File: src/design/cso_pkg.sv
// Shared types and constants for the cursor sprite overlay blend unit.
package cso_pkg;

  // Configuration register indexes
  typedef enum logic [2:0] {
    REG_SPRITE_LEFT    = 3'd0,
    REG_SPRITE_TOP     = 3'd1,
    REG_SPRITE_WIDTH   = 3'd2,
    REG_SPRITE_HEIGHT  = 3'd3,
    REG_CURSOR_VISIBLE = 3'd4,
    REG_SCREEN_WIDTH   = 3'd5,
    REG_SCREEN_HEIGHT  = 3'd6
  } cfg_reg_e;

  localparam int unsigned CfgIndexW = 3;
  localparam int unsigned CfgDataW  = 13;

  localparam logic [12:0] ScreenWidthRst  = 13'd1024;
  localparam logic [12:0] ScreenHeightRst = 13'd768;

  localparam logic [7:0] AlphaMax = 8'hFF;

  // Request types
  localparam logic ReqLoad  = 1'b0;
  localparam logic ReqPixel = 1'b1;

  typedef struct packed {
    logic [12:0] sprite_left;   // two's complement
    logic [12:0] sprite_top;    // two's complement
    logic [5:0]  sprite_width;
    logic [5:0]  sprite_height;
    logic        cursor_visible;
    logic [12:0] screen_width;
    logic [12:0] screen_height;
  } cfg_t;

  typedef struct packed {
    logic [7:0] red;
    logic [7:0] green;
    logic [7:0] blue;
  } rgb_t;

endpackage

File: src/design/cso_geom.sv
// Coordinate clipping and sprite store address generation (two stages).
module cso_geom import cso_pkg::*; #(
  parameter int unsigned SPRITE_MAX_W = 32,
  parameter int unsigned SPRITE_MAX_H = 32
) (
  input  logic        clk_i,
  input  logic        rst_ni,
  input  cfg_t        cfg_i,
  input  logic        in_valid_i,
  output logic        in_ready_o,
  input  logic        req_type_i,
  input  logic [11:0] pixel_x_i,
  input  logic [11:0] pixel_y_i,
  input  rgb_t        bg_i,
  input  logic [9:0]  sprite_index_i,
  input  logic [31:0] sprite_word_i,
  output logic        out_valid_o,
  input  logic        out_ready_i,
  output logic        out_pix_o,
  output logic        out_wr_o,
  output logic        out_inside_o,
  output logic [$clog2(SPRITE_MAX_W*SPRITE_MAX_H > 1 ? SPRITE_MAX_W*SPRITE_MAX_H : 2)-1:0]
                      out_addr_o,
  output rgb_t        out_bg_o,
  output logic [31:0] out_word_o
);

  localparam int unsigned Depth = SPRITE_MAX_W * SPRITE_MAX_H;
  localparam int unsigned AW = $clog2(Depth > 1 ? Depth : 2);
  localparam int unsigned CW = $clog2(SPRITE_MAX_W > 1 ? SPRITE_MAX_W : 2);
  localparam int unsigned RW = $clog2(SPRITE_MAX_H > 1 ? SPRITE_MAX_H : 2);
  localparam int unsigned WW = $clog2(SPRITE_MAX_W + 1);
  localparam int unsigned HW = $clog2(SPRITE_MAX_H + 1);

  logic [WW-1:0] w_sat;
  logic [HW-1:0] h_sat;
  logic signed [13:0] cx_s, cy_s;
  logic in_x, in_y, on_x, on_y, in_rect;
  logic rdy0, rdy1;

  // stage 0
  logic          v0_q, pix0_q, inside0_q;
  logic [CW-1:0] cx0_q;
  logic [RW-1:0] cy0_q;
  rgb_t          bg0_q;
  logic [9:0]    idx0_q;
  logic [31:0]   word0_q;

  // stage 1
  logic          v1_q, pix1_q, wr1_q, inside1_q;
  logic [AW-1:0] addr1_q, addr1_d;
  rgb_t          bg1_q;
  logic [31:0]   word1_q;

  always_comb begin
    if (32'(cfg_i.sprite_width) > SPRITE_MAX_W) w_sat = WW'(SPRITE_MAX_W);
    else                                         w_sat = WW'(cfg_i.sprite_width);
    if (32'(cfg_i.sprite_height) > SPRITE_MAX_H) h_sat = HW'(SPRITE_MAX_H);
    else                                          h_sat = HW'(cfg_i.sprite_height);
  end

  assign cx_s = {2'b00, pixel_x_i} - {cfg_i.sprite_left[12], cfg_i.sprite_left};
  assign cy_s = {2'b00, pixel_y_i} - {cfg_i.sprite_top[12], cfg_i.sprite_top};
  assign in_x = !cx_s[13] && (cx_s[12:0] < 13'(w_sat));
  assign in_y = !cy_s[13] && (cy_s[12:0] < 13'(h_sat));
  assign on_x = {1'b0, pixel_x_i} < cfg_i.screen_width;
  assign on_y = {1'b0, pixel_y_i} < cfg_i.screen_height;
  assign in_rect = cfg_i.cursor_visible && on_x && on_y && in_x && in_y;

  assign rdy1 = !v1_q || out_ready_i;
  assign rdy0 = !v0_q || rdy1;
  assign in_ready_o = rdy0;

  always_ff @(posedge clk_i or negedge rst_ni) begin
    if (!rst_ni) begin
      v0_q <= 1'b0;
      v1_q <= 1'b0;
    end else begin
      if (rdy0) v0_q <= in_valid_i;
      if (rdy1) v1_q <= v0_q;
    end
  end

  always_ff @(posedge clk_i) begin
    if (rdy0 && in_valid_i) begin
      pix0_q    <= (req_type_i == ReqPixel);
      inside0_q <= in_rect;
      cx0_q     <= CW'(cx_s[12:0]);
      cy0_q     <= RW'(cy_s[12:0]);
      bg0_q     <= bg_i;
      idx0_q    <= sprite_index_i;
      word0_q   <= sprite_word_i;
    end
  end

  // row * stride + column; a load uses its own index
  always_comb begin
    if (pix0_q) addr1_d = AW'(AW'(cy0_q) * AW'(w_sat)) + AW'(cx0_q);
    else        addr1_d = AW'(idx0_q);
  end

  always_ff @(posedge clk_i) begin
    if (rdy1 && v0_q) begin
      pix1_q    <= pix0_q;
      wr1_q     <= !pix0_q && (32'(idx0_q) < Depth);
      inside1_q <= inside0_q;
      addr1_q   <= addr1_d;
      bg1_q     <= bg0_q;
      word1_q   <= word0_q;
    end
  end

  assign out_valid_o  = v1_q;
  assign out_pix_o    = pix1_q;
  assign out_wr_o     = wr1_q;
  assign out_inside_o = inside1_q;
  assign out_addr_o   = addr1_q;
  assign out_bg_o     = bg1_q;
  assign out_word_o   = word1_q;

endmodule

File: config.mk
export PLATFORM = sky130hd
export DESIGN_NAME = cso_geom
export DESIGN_NICKNAME = d
export VERILOG_FILES = /design/src/design/cso_pkg.sv /design/src/design/cso_geom.sv
export SDC_FILE = /design/constraint.sdc
export NUM_CORES = 1
export LEC_CHECK = 0
export BUFFER_PORTS_ARGS = -buffer_cell sky130_fd_sc_hd__buf_2
export CAP_MARGIN = 10
export CORE_MARGIN = 2
export CORE_UTILIZATION = 45
export CTS_BUF_LIST = sky130_fd_sc_hd__clkbuf_4
export DETAILED_ROUTE_END_ITERATION = 6
export PLACE_DENSITY = 0.7
export SLEW_MARGIN = 10
export SYNTH_ARGS = -nofsm -noshare
export SYNTH_HDL_FRONTEND = slang
export SYNTH_SLANG_ARGS = --single-unit
File: constraint.sdc
create_clock -name clk_i -period 9.2 [get_ports clk_i]
set_input_delay 1.38 -clock clk_i [delete_from_list [all_inputs] [get_ports clk_i]]
set_output_delay 1.38 -clock clk_i [all_outputs]
set_load 0.02 [all_outputs]
==> reports/qor.yml <==
clock_tree:
  clock-root-buffer: "clkbuf_4"
  holdBufCountCts: 0
  cts_buffers: 17
  cts_resized: 0
  cts_tree: "yes"
  cts_max_level: 4
  clkTransAtPathRegs_ns: 0.14
  clockBufferDepth: 2
  clk_latency_ns: 0.53
  postCtsSetupBuffers: 0
  cts_sinks: 149
finish:
  regArea_um2: 4460
  area_delta_synth_final_pct: 22.2
  fin_nets: 1098
  final_common_cell: "buf_2"
  drive_gt1_share_pct: 32.6
  final_area_um2: 9500
  multi_input_area_um2: 2940
  num-fill-cells: 1438
  layout_common_cells: "buf_2, edfxtp_1, inv_1, ha_1, nand2_1"
job:
  drv_cap: 0
worst_setup_path:
  critPathCaptureType: "flop"
  cp_max_fo: 12
  worstPathRequired_ns: 9.48
  criticalPathCategory: "in2reg"
  crit_arrival_ns: 5.04
  startpoint_type: "primary input"
timing:
  slew_headroom_pct: 30.3
  period_share_pct: 51.7
  hold_viol: 0
  finalSetupTns_ns: 0
  drv_slew: 0
  max_freq_mhz: 210
  setup_viol: 0
  tightest_slew_ns: 1.05
  skew_ns: 0.0310
  period_minus_slack_ns: 4.75
  rsz0062_at_grt: "false"
global_route:
  gr-total-overflow: 0
  grt_pass1_vias: 5246
  grt_pass1_wl_um: 24900
  grt_antenna_before_repair: 1
  grt_start_max_net_pins: 79
  grt_usage_pct: 17.3
yosys:
  netlist_area_um2: 7770
  synth_edf_count: 147
  netlist.area_leader.share_pct: 56.8
  ys_types: 53
  seq_area_frac_synth_pct: 57.4
  synth_warnings: 0
  yosys.area.top_type: "edfxtp_1"
  syn_nets: 855
  syn_avg_cell_area_um2: 12.9
  synth_ff_type: "edfxtp_1"
  ys_seq_elements: 149
  synthArstFlopShare_pct: 1.34
  synth_top_cells_by_area: "edfxtp_1, ha_1, fa_1"
  synthesis.instances: 602
drt:
  vias_per_cell: 4.86
  firstDrtPassIters: 4
  routed-via-count: 5268
  wl_per_cell_um: 14.9
  detail_route.iter0.violations: 380
  drc: 0
  wirelength_um: 16100
  ant_nets: 0
die:
  dieArea_um2: 18300
  initial_core_util_pct: 45.4
  die_y_um: 135
  core_um2: 17100
  die-width_um: 135
  num_rows: 48
  io_pins: 231
place:
  portBuffers: 230
  gp_congestion: 0.914
  dp_hpwl_um: 12700
  placed_area_um2: 9190
power:
  switchingPower_uw: 507
  power_mw: 1.61
  seq_power_share_pct: 51.7
  p_int_mw: 1.10
  power_frac_clock_pct: 25.6
  ir_worst_vdd_v: 0.0000909
  switching_share_pct: 31.5
  p_leak_nw: 4.32
  power.density_nw_per_um2: 169
  p_comb_share_pct: 22.7
outcome:
  status: "completed"
min_path:
  hold_class: "reg2reg"
## power by group through the flow
| stage | Clock [mW] | Combinational [mW] | Sequential [mW] |
|---|---|---|---|
| 2_1_floorplan | 0 | 0.213 | 0.880 |
| 3_3_place_gp | 0 | 0.359 | 0.844 |
| 3_5_place_dp | 0 | 0.367 | 0.847 |
| 4_1_cts | 0.424 | 0.370 | 0.831 |
| 5_1_grt | 0.451 | 0.411 | 0.836 |
| 6_report | 0.412 | 0.364 | 0.831 |
## path summary, 6_finish.rpt
check                           from             to  slack [ns]  depth (start not counted)
setup reg to reg            cy0_q[4]  out_addr_o[8]        5.34                         13
min in group asynchronous     rst_ni           v0_q        0.60                          1
hold reg to reg             bg0_q[0]    out_bg_o[0]        0.42                          0
max in group asynchronous     rst_ni    out_valid_o        8.51                          1
hold / removal              bg0_q[0]    out_bg_o[0]        0.42                          0
setup / recovery           cfg_i[38]  out_addr_o[8]        4.45                         15
## synthesized netlist by cell type (4+ instances only)
cell	number
a21o_1	13
xnor2_1	14
clkbuf_1	6
a21oi_1	28
nor4_1	4
fa_1	18
mux2_2	9
nand2_1	31
o21ai_0	22
ha_1	75
and2_1	22
nand3b_1	5
edfxtp_1	147
inv_1	93
a211oi_1	4
nor2b_1	8
o21a_1	7
nand4_1	5
nor3_1	4
nor2_1	29
nand2b_1	13
## flip-flops by register name (all words and copies together), names as in the netlist
| signal | cells |
|---|---|
| v0_q | 1 |
| out_addr_o | 10 |
| out_word_o | 32 |
| idx0_q | 10 |
| out_inside_o | 1 |
| pix0_q | 1 |
| out_pix_o | 1 |
| bg0_q | 24 |
| out_wr_o | 1 |
| word0_q | 32 |
| inside0_q | 1 |
| cy0_q | 5 |
| out_valid_o | 1 |
| out_bg_o | 24 |
| cx0_q | 5 |
## critical path: stages
cell	delay [ns]
buf_2	0.17
nor2b_1	0.35
nand2_1	0.14
fa_1	0.55
fa_1	0.45
fa_1	0.55
inv_1	0.04
ha_1	0.32
nor2b_1	0.14
o21ai_0	0.14
nand2b_1	0.11
a21o_1	0.18
a21oi_1	0.17
xnor2_1	0.08
mux2_2	0.26
## kinds of logic (layout without fill, tap and decap cells)
kind of cell | Yosys count | count (layout) | share of synthesized area, %
muxes | 11 | 11 | 1.56
DFF | 149 | 149 | 57.4
xor gates and xnor gates | 17 | 17 | 1.92
other | 0 | 1 | 0
adders and majority gates | 93 | 93 | 16.7
and+or+nand+nor | 130 | 130 | 8.89
AOI/OAI and AO/OA | 103 | 103 | 8.69
buffers and inverters | 99 | 355 | 4.78
## metal layers
metal  routed length (µm)  GRT usage [%]
met2                 7780           29.9
met1                 6930           21.9
met3                 1150           3.82
met4                  257           5.21
met5                   13              0
## stage by stage
step | utilization, % | worst slack [ns] | instances | hold WS, ns
global placement | 53.7 | 4.04 | 1051 | 0.401
global route | 55.5 | 4.27 | 1083 | 0.420
CTS | 55.5 | 4.46 | 1083 | 0.423
detailed placement | 53.7 | 3.90 | 1051 | 0.405
finish | 55.5 | 4.45 | 1084 | 0.424
floorplan | - | 4.19 | 602 | 0.400
## layout make-up
| type | count | share of cell area, % |
|---|---|---|
| clock inverters | 15 | 1.90 |
| diodes | 1 | 0.0264 |
| flip-flops and latches | 149 | 47.0 |
| well taps | 225 | 2.96 |
| clock buffers | 17 | 1.34 |
| multi-input cells | 354 | 31.0 |
| repair buffers | 230 | 12.1 |
| inverters | 93 | 3.68 |
Note: power is estimated with default switching activity, not from simulation.
