<file path="src/design/cso_pkg.sv">
// Shared types and constants for the cursor sprite overlay blend unit.
package cso_pkg;

  // Configuration register indexes
  typedef enum logic [2:0] {
    REG_SPRITE_LEFT    = 3'd0,
    REG_SPRITE_TOP     = 3'd1,
    REG_SPRITE_WIDTH   = 3'd2,
    REG_SPRITE_HEIGHT  = 3'd3,
    REG_CURSOR_VISIBLE = 3'd4,
    REG_SCREEN_WIDTH   = 3'd5,
    REG_SCREEN_HEIGHT  = 3'd6
  } cfg_reg_e;

  localparam int unsigned CfgIndexW = 3;
  localparam int unsigned CfgDataW  = 13;

  localparam logic [12:0] ScreenWidthRst  = 13'd1024;
  localparam logic [12:0] ScreenHeightRst = 13'd768;

  localparam logic [7:0] AlphaMax = 8'hFF;

  // Request types
  localparam logic ReqLoad  = 1'b0;
  localparam logic ReqPixel = 1'b1;

  typedef struct packed {
    logic [12:0] sprite_left;   // two's complement
    logic [12:0] sprite_top;    // two's complement
    logic [5:0]  sprite_width;
    logic [5:0]  sprite_height;
    logic        cursor_visible;
    logic [12:0] screen_width;
    logic [12:0] screen_height;
  } cfg_t;

  typedef struct packed {
    logic [7:0] red;
    logic [7:0] green;
    logic [7:0] blue;
  } rgb_t;

endpackage

</file>
<file path="src/design/cso_blend.sv">
// Alpha blend: products stage, then divide by 255 and output register.
module cso_blend import cso_pkg::*; (
  input  logic        clk_i,
  input  logic        rst_ni,
  input  logic        in_valid_i,
  output logic        in_ready_o,
  input  logic        in_inside_i,
  input  rgb_t        in_bg_i,
  input  logic [31:0] in_word_i,
  output logic        out_valid_o,
  input  logic        out_ready_i,
  output rgb_t        out_pix_o,
  output logic        out_hit_o
);

  function automatic logic [15:0] chan_sum(logic [7:0] s, logic [7:0] bg, logic [7:0] a);
    return 16'(s) * 16'(a) + 16'(bg) * 16'(AlphaMax - a);
  endfunction

  // exact x / 255 for x below 255 * 256
  function automatic logic [7:0] div255(logic [15:0] x);
    logic [16:0] t;
    t = 17'(x) + 17'(x[15:8]) + 17'd1;
    return t[15:8];
  endfunction

  logic [7:0]  alpha;
  logic        v3_q, inside3_q, hit3_q;
  logic [15:0] sum_r_q, sum_g_q, sum_b_q;
  rgb_t        bg3_q;
  logic        vo_q, hit_q;
  rgb_t        pix_q, pix_d;
  logic        rdy_o, rdy3;

  assign alpha = in_word_i[31:24];

  assign rdy_o = !vo_q || out_ready_i;
  assign rdy3  = !v3_q || rdy_o;
  assign in_ready_o = rdy3;

  always_ff @(posedge clk_i or negedge rst_ni) begin
    if (!rst_ni) begin
      v3_q <= 1'b0;
      vo_q <= 1'b0;
    end else begin
      if (rdy3)  v3_q <= in_valid_i;
      if (rdy_o) vo_q <= v3_q;
    end
  end

  // alpha 0 and 255 fall out of the blend formula exactly
  always_ff @(posedge clk_i) begin
    if (rdy3 && in_valid_i) begin
      sum_r_q   <= chan_sum(in_word_i[23:16], in_bg_i.red, alpha);
      sum_g_q   <= chan_sum(in_word_i[15:8], in_bg_i.green, alpha);
      sum_b_q   <= chan_sum(in_word_i[7:0], in_bg_i.blue, alpha);
      inside3_q <= in_inside_i;
      hit3_q    <= in_inside_i && (alpha != 8'd0);
      bg3_q     <= in_bg_i;
    end
  end

  always_comb begin
    if (inside3_q) begin
      pix_d.red   = div255(sum_r_q);
      pix_d.green = div255(sum_g_q);
      pix_d.blue  = div255(sum_b_q);
    end else begin
      pix_d = bg3_q;
    end
  end

  always_ff @(posedge clk_i) begin
    if (rdy_o && v3_q) begin
      pix_q <= pix_d;
      hit_q <= hit3_q;
    end
  end

  assign out_valid_o = vo_q;
  assign out_pix_o   = pix_q;
  assign out_hit_o   = hit_q;

endmodule

</file>
<file path="config.mk">
export PLATFORM = sky130hd
export DESIGN_NAME = cso_blend
export DESIGN_NICKNAME = d
export VERILOG_FILES = /design/src/design/cso_pkg.sv /design/src/design/cso_blend.sv
export SDC_FILE = /design/constraint.sdc
export NUM_CORES = 1
export LEC_CHECK = 0
export ABC_AREA = 1
export BUFFER_PORTS_ARGS = -buffer_cell sky130_fd_sc_hd__buf_2
export CORE_ASPECT_RATIO = 0.7
export CORE_MARGIN = 1.5
export CORE_UTILIZATION = 45
export CTS_BUF_LIST = sky130_fd_sc_hd__clkbuf_4
export DETAILED_ROUTE_END_ITERATION = 8
export PLACE_DENSITY = 0.59
export SLEW_MARGIN = 0
export SYNTH_ARGS = -nofsm -noshare
export SYNTH_HDL_FRONTEND = slang
export SYNTH_SLANG_ARGS = --single-unit
export TNS_END_PERCENT = 100
</file>
<file path="constraint.sdc">
create_clock -name clk_i -period 2.8 [get_ports clk_i]
set_input_delay 0.42 -clock clk_i [delete_from_list [all_inputs] [get_ports clk_i]]
set_output_delay 0.42 -clock clk_i [all_outputs]
set_load 0.005 [all_outputs]
</file>
==> metrics.txt <==
# TYPE chip_impl_metric gauge
chip_impl_info{name="worstSetupPathType",value="in -> reg"} 1
chip_impl_info{name="ys_top_cells_by_count",value="sky130_fd_sc_hd__inv_1 (636), sky130_fd_sc_hd__nand2_1 (559), sky130_fd_sc_hd__fa_1 (287)"} 1
chip_impl_metric{name="numClockSinks",unit=""} 101
chip_impl_metric{name="final-instance-count-excl-fill",unit=""} 3149
chip_impl_metric{name="synth_cells",unit=""} 2303
chip_impl_metric{name="fp.dieArea",unit="mm2"} 0.0421
chip_impl_info{name="grt_setup_unrepaired",value="true"} 1
chip_impl_metric{name="max_cap_violations",unit=""} 0
chip_impl_metric{name="final_hold_violation_count",unit=""} 0
chip_impl_metric{name="synthDominantCellAreaShare",unit="%"} 31.2
chip_impl_info{name="failed_checks",value="negative setup slack"} 1
chip_impl_metric{name="timing.critical_path.fanout_max",unit=""} 6
chip_impl_metric{name="area_inside_the_core_boundary",unit="mm2"} 0.0400
chip_impl_metric{name="ys_async_sr_fraction",unit="%"} 1.98
chip_impl_info{name="yosys.area.top_type",value="sky130_fd_sc_hd__fa_1"} 1
chip_impl_metric{name="gp_congestion",unit=""} 0.921
chip_impl_info{name="critical_path.startpoint_type",value="input pin"} 1
chip_impl_info{name="timing.critical_path.mode_cell",value="sky130_fd_sc_hd__fa_1"} 1
chip_impl_info{name="worstReg2RegEnd",value="out_pix_o[7]"} 1
chip_impl_info{name="cp_cell_sequence",value="buf_12 -> buf_12 -> buf_4 -> buf_6 -> nor2_4 -> fa_1 -> fa_2 -> fa_1 -> fa_2 -> fa_1 -> inv_2 -> fa_1 -> inv_2 -> ha_4 -> nand2_4 -> nand2_4 -> a31oi_4 -> nand3_2 -> xor2_2"} 1
chip_impl_metric{name="dr_total_vias",unit=""} 15239
chip_impl_metric{name="wl_per_cell",unit="um"} 16.2
chip_impl_metric{name="synth.yosys.warnings",unit=""} 0
chip_impl_info{name="result_of_the_run",value="complete, but fails checks"} 1
chip_impl_metric{name="final_net_count",unit=""} 3166
chip_impl_info{name="critical-path-top-delay-family",value="adder cells"} 1
chip_impl_metric{name="grt_pass1_wl",unit="um"} 82800
chip_impl_metric{name="buffer_levels_on_the_longest_clock_path",unit=""} 2
chip_impl_metric{name="clkTransAtPathRegs",unit="ns"} 0.16
chip_impl_metric{name="drv_slew",unit=""} 0
chip_impl_info{name="hold_start",value="in_valid_i"} 1
chip_impl_metric{name="drt_iter0_drc",unit=""} 965
chip_impl_metric{name="critPathRequiredTime",unit="ns"} 3.15
chip_impl_metric{name="ff2ff_path_depth",unit=""} 10
chip_impl_metric{name="synth_seq_area_share",unit="%"} 16.4
chip_impl_metric{name="die_w",unit="um"} 245
chip_impl_metric{name="worstPathBufferInverterCount",unit=""} 6
chip_impl_metric{name="mean_instance_size_in_the_synthesized_netlist",unit="um2"} 7.99
chip_impl_metric{name="num_io_pins",unit=""} 88
chip_impl_metric{name="dp_hpwl",unit="um"} 42900
chip_impl_metric{name="fillers",unit=""} 3613
chip_impl_info{name="setup.worst_path.end_class",value="flop"} 1
chip_impl_metric{name="drive_gt1_share",unit="%"} 27.2
chip_impl_metric{name="final_period_minus_worst_setup_slack",unit="ns"} 4.67
chip_impl_metric{name="htree_num_levels",unit=""} 3
chip_impl_metric{name="timing.final.setup_violations",unit=""} 41
chip_impl_metric{name="multi_input_area",unit="mm2"} 0.0144
chip_impl_metric{name="initial_core_util",unit="%"} 46.0
chip_impl_metric{name="first_global_vias",unit=""} 15732
chip_impl_metric{name="global_route.overflow_total",unit=""} 0
chip_impl_metric{name="drc",unit=""} 0
chip_impl_metric{name="regToRegSetupSlack",unit="ns"} 0.72
chip_impl_metric{name="postLayoutSetupSlackWorst",unit="ns"} -1.87
chip_impl_metric{name="grtUsageTotal",unit="%"} 25.6
chip_impl_metric{name="antenna_violations_before_repair",unit=""} 3
chip_impl_metric{name="synthToLayoutAreaGrowth",unit="%"} 29.3
chip_impl_info{name="kind_of_path_behind_the_tightest_hold_check",value="in -> reg"} 1
chip_impl_metric{name="placementRows",unit=""} 61
chip_impl_metric{name="detail_route.wirelength",unit="um"} 51200
chip_impl_info{name="tritoncts_clock_tree",value="yes"} 1
chip_impl_metric{name="final_core_util",unit="%"} 59.5
chip_impl_info{name="synth_top_flop_cell",value="sky130_fd_sc_hd__edfxtp_1"} 1
chip_impl_metric{name="number_of_synthesized_flops_with_an_enable_pin",unit=""} 99
chip_impl_metric{name="yosys_register_bits",unit=""} 101
chip_impl_metric{name="largest_net_degree_at_the_start_of_global_routing",unit=""} 40
chip_impl_metric{name="synth.cell_area",unit="mm2"} 0.0184
chip_impl_metric{name="final_period_util",unit="%"} 167
chip_impl_info{name="clock-root-buffer",value="sky130_fd_sc_hd__clkbuf_4"} 1
chip_impl_metric{name="slowest_stage_delay_cp",unit="ns"} 0.56
chip_impl_info{name="post_synth_main_area_contributors",value="sky130_fd_sc_hd__fa_1 (31%), sky130_fd_sc_hd__edfxtp_1 (16%), sky130_fd_sc_hd__ha_1 (14%)"} 1
chip_impl_info{name="cpMaxStageDelayCell",value="sky130_fd_sc_hd__fa_2"} 1
chip_impl_metric{name="worst_ep_arrival_time",unit="ns"} 5.02
chip_impl_metric{name="avgViaCountPerCell",unit=""} 4.84
chip_impl_metric{name="hold_depth",unit=""} 3
chip_impl_info{name="synth.most_common_cell",value="sky130_fd_sc_hd__inv_1"} 1
chip_impl_info{name="worst_hold_path.endpoint",value="v3_q"} 1
chip_impl_metric{name="timing.fmax",unit="GHz"} 0.214
chip_impl_metric{name="numCtsBuffers",unit=""} 9
chip_impl_metric{name="timing.clock.skew",unit="ns"} 0.0319
chip_impl_metric{name="synthDistinctLibCells",unit=""} 31
chip_impl_metric{name="timing_worst_slew_pin_value",unit="ns"} 0.985
chip_impl_metric{name="io_buffer_count",unit=""} 87
chip_impl_metric{name="die_height",unit="um"} 172
chip_impl_metric{name="drt_pass1_iterations",unit=""} 6
chip_impl_metric{name="antenna_left",unit=""} 0
chip_impl_metric{name="insertion_delay",unit="ns"} 0.60
chip_impl_metric{name="seq_area",unit="mm2"} 0.00302
chip_impl_metric{name="timing.max_slew.rel_slack",unit="%"} 34.3
chip_impl_info{name="timing.rr.start",value="sum_b_q[15]"} 1
chip_impl_metric{name="placed_cells",unit=""} 3090
==> layout make-up <==
class / count / area share (%)
Sequential cell: 101 / 12.7
Timing Repair Buffer: 359 / 12.8
Inverter: 637 / 10.2
Clock buffer: 10 / 0.316
Tap cell: 535 / 2.81
Antenna cell: 3 / 0.0316
Multi-Input combinational cell: 1498 / 60.7
Clock inverter: 6 / 0.395
==> flip-flops by register name (all words and copies together), names as in the netlist <==
register and flops:
hit3_q 1, v3_q 1, sum_r_q 16, out_pix_o 24, bg3_q 24, inside3_q 1, out_valid_o 1, sum_g_q 16
out_hit_o 1, sum_b_q 16
==> timing repair <==
item,CTS,global route
pin swaps,108,122
endpoints found under the setup margin,41,40
resized for setup,215,170
gates cloned,3,0
setup buffers,26,14
endpoints found under the hold margin,3,0
hold buffers,2,0
==> cells by family after synthesis <==
family | Yosys count | share of synthesized area (%)
AOI/OAI and AO/OA | 84 | 2.43
xor gates and xnor gates | 41 | 1.95
adders and majority gates | 499 | 45.7
buffers and inverters | 706 | 14.5
DFF | 101 | 16.4
other | 1 | 0.0204
and+or+nand+nor | 871 | 19.0
==> worst reg2reg max path, delay by kind of cell, from the launching register on <==
family / cells / cell delay (ns)
flops: 1 / 0.50
simple gates: 8 / 0.89
buf+inv: 1 / 0.07
fa+ha+maj: 1 / 0.37
==> per-stage QoR <==
stage	setup WS (ns)	TNS, ns	cell area, um2	hold slack, ns
floorplan	-2.14	-70.32	19400	0.124
global placement	-2.55	-88.53	21800	0.205
detailed placement	-2.55	-89.84	21800	0.207
CTS	-1.80	-56.74	23100	0.00911
global route	-1.97	-62.51	23800	0.0493
finish	-1.87	-59.01	23800	0.0571
==> placed cells by master, fill, tap and decap left out, types with 56 or more instances in the layout <==
cell                       netlist  layout
sky130_fd_sc_hd__inv_1         636     554
sky130_fd_sc_hd__nand3_1        86      79
sky130_fd_sc_hd__ha_4            0      56
sky130_fd_sc_hd__ha_1          212     152
sky130_fd_sc_hd__buf_2           7      72
sky130_fd_sc_hd__buf_4           0     215
sky130_fd_sc_hd__inv_2           0      75
sky130_fd_sc_hd__edfxtp_1       99      99
sky130_fd_sc_hd__nand2_1       559     502
sky130_fd_sc_hd__fa_1          287     262
sky130_fd_sc_hd__nor2_1        183     141
==> worst max-delay path by stage <==
stage | slack [ns] | start | cells after the start | to
CTS | -1.80 | in_word_i[29] | 23 | sum_g_q[15]
global route | -1.97 | in_word_i[29] | 23 | sum_r_q[15]
detailed placement | -2.55 | in_word_i[28] | 18 | sum_r_q[8]
global placement | -2.55 | in_word_i[28] | 19 | sum_r_q[12]
floorplan | -2.14 | in_word_i[31] | 19 | sum_r_q[15]
finish | -1.87 | in_word_i[29] | 19 | sum_b_q[12]
==> layer usage <==
| layer | up-vias | share of wire (%) | track usage (%) |
|---|---|---|---|
| met5 | - | 0 | 0 |
| met4 | 0 | 1.5 | 5.48 |
| li1 | 7376 | - | - |
| met1 | 7422 | 48 | 37.0 |
| met2 | 398 | 45 | 40.5 |
| met3 | 43 | 6.0 | 3.94 |
Power is not shown: default switching activity piles up to over one toggle a cycle in this logic, so the estimate is an artifact.
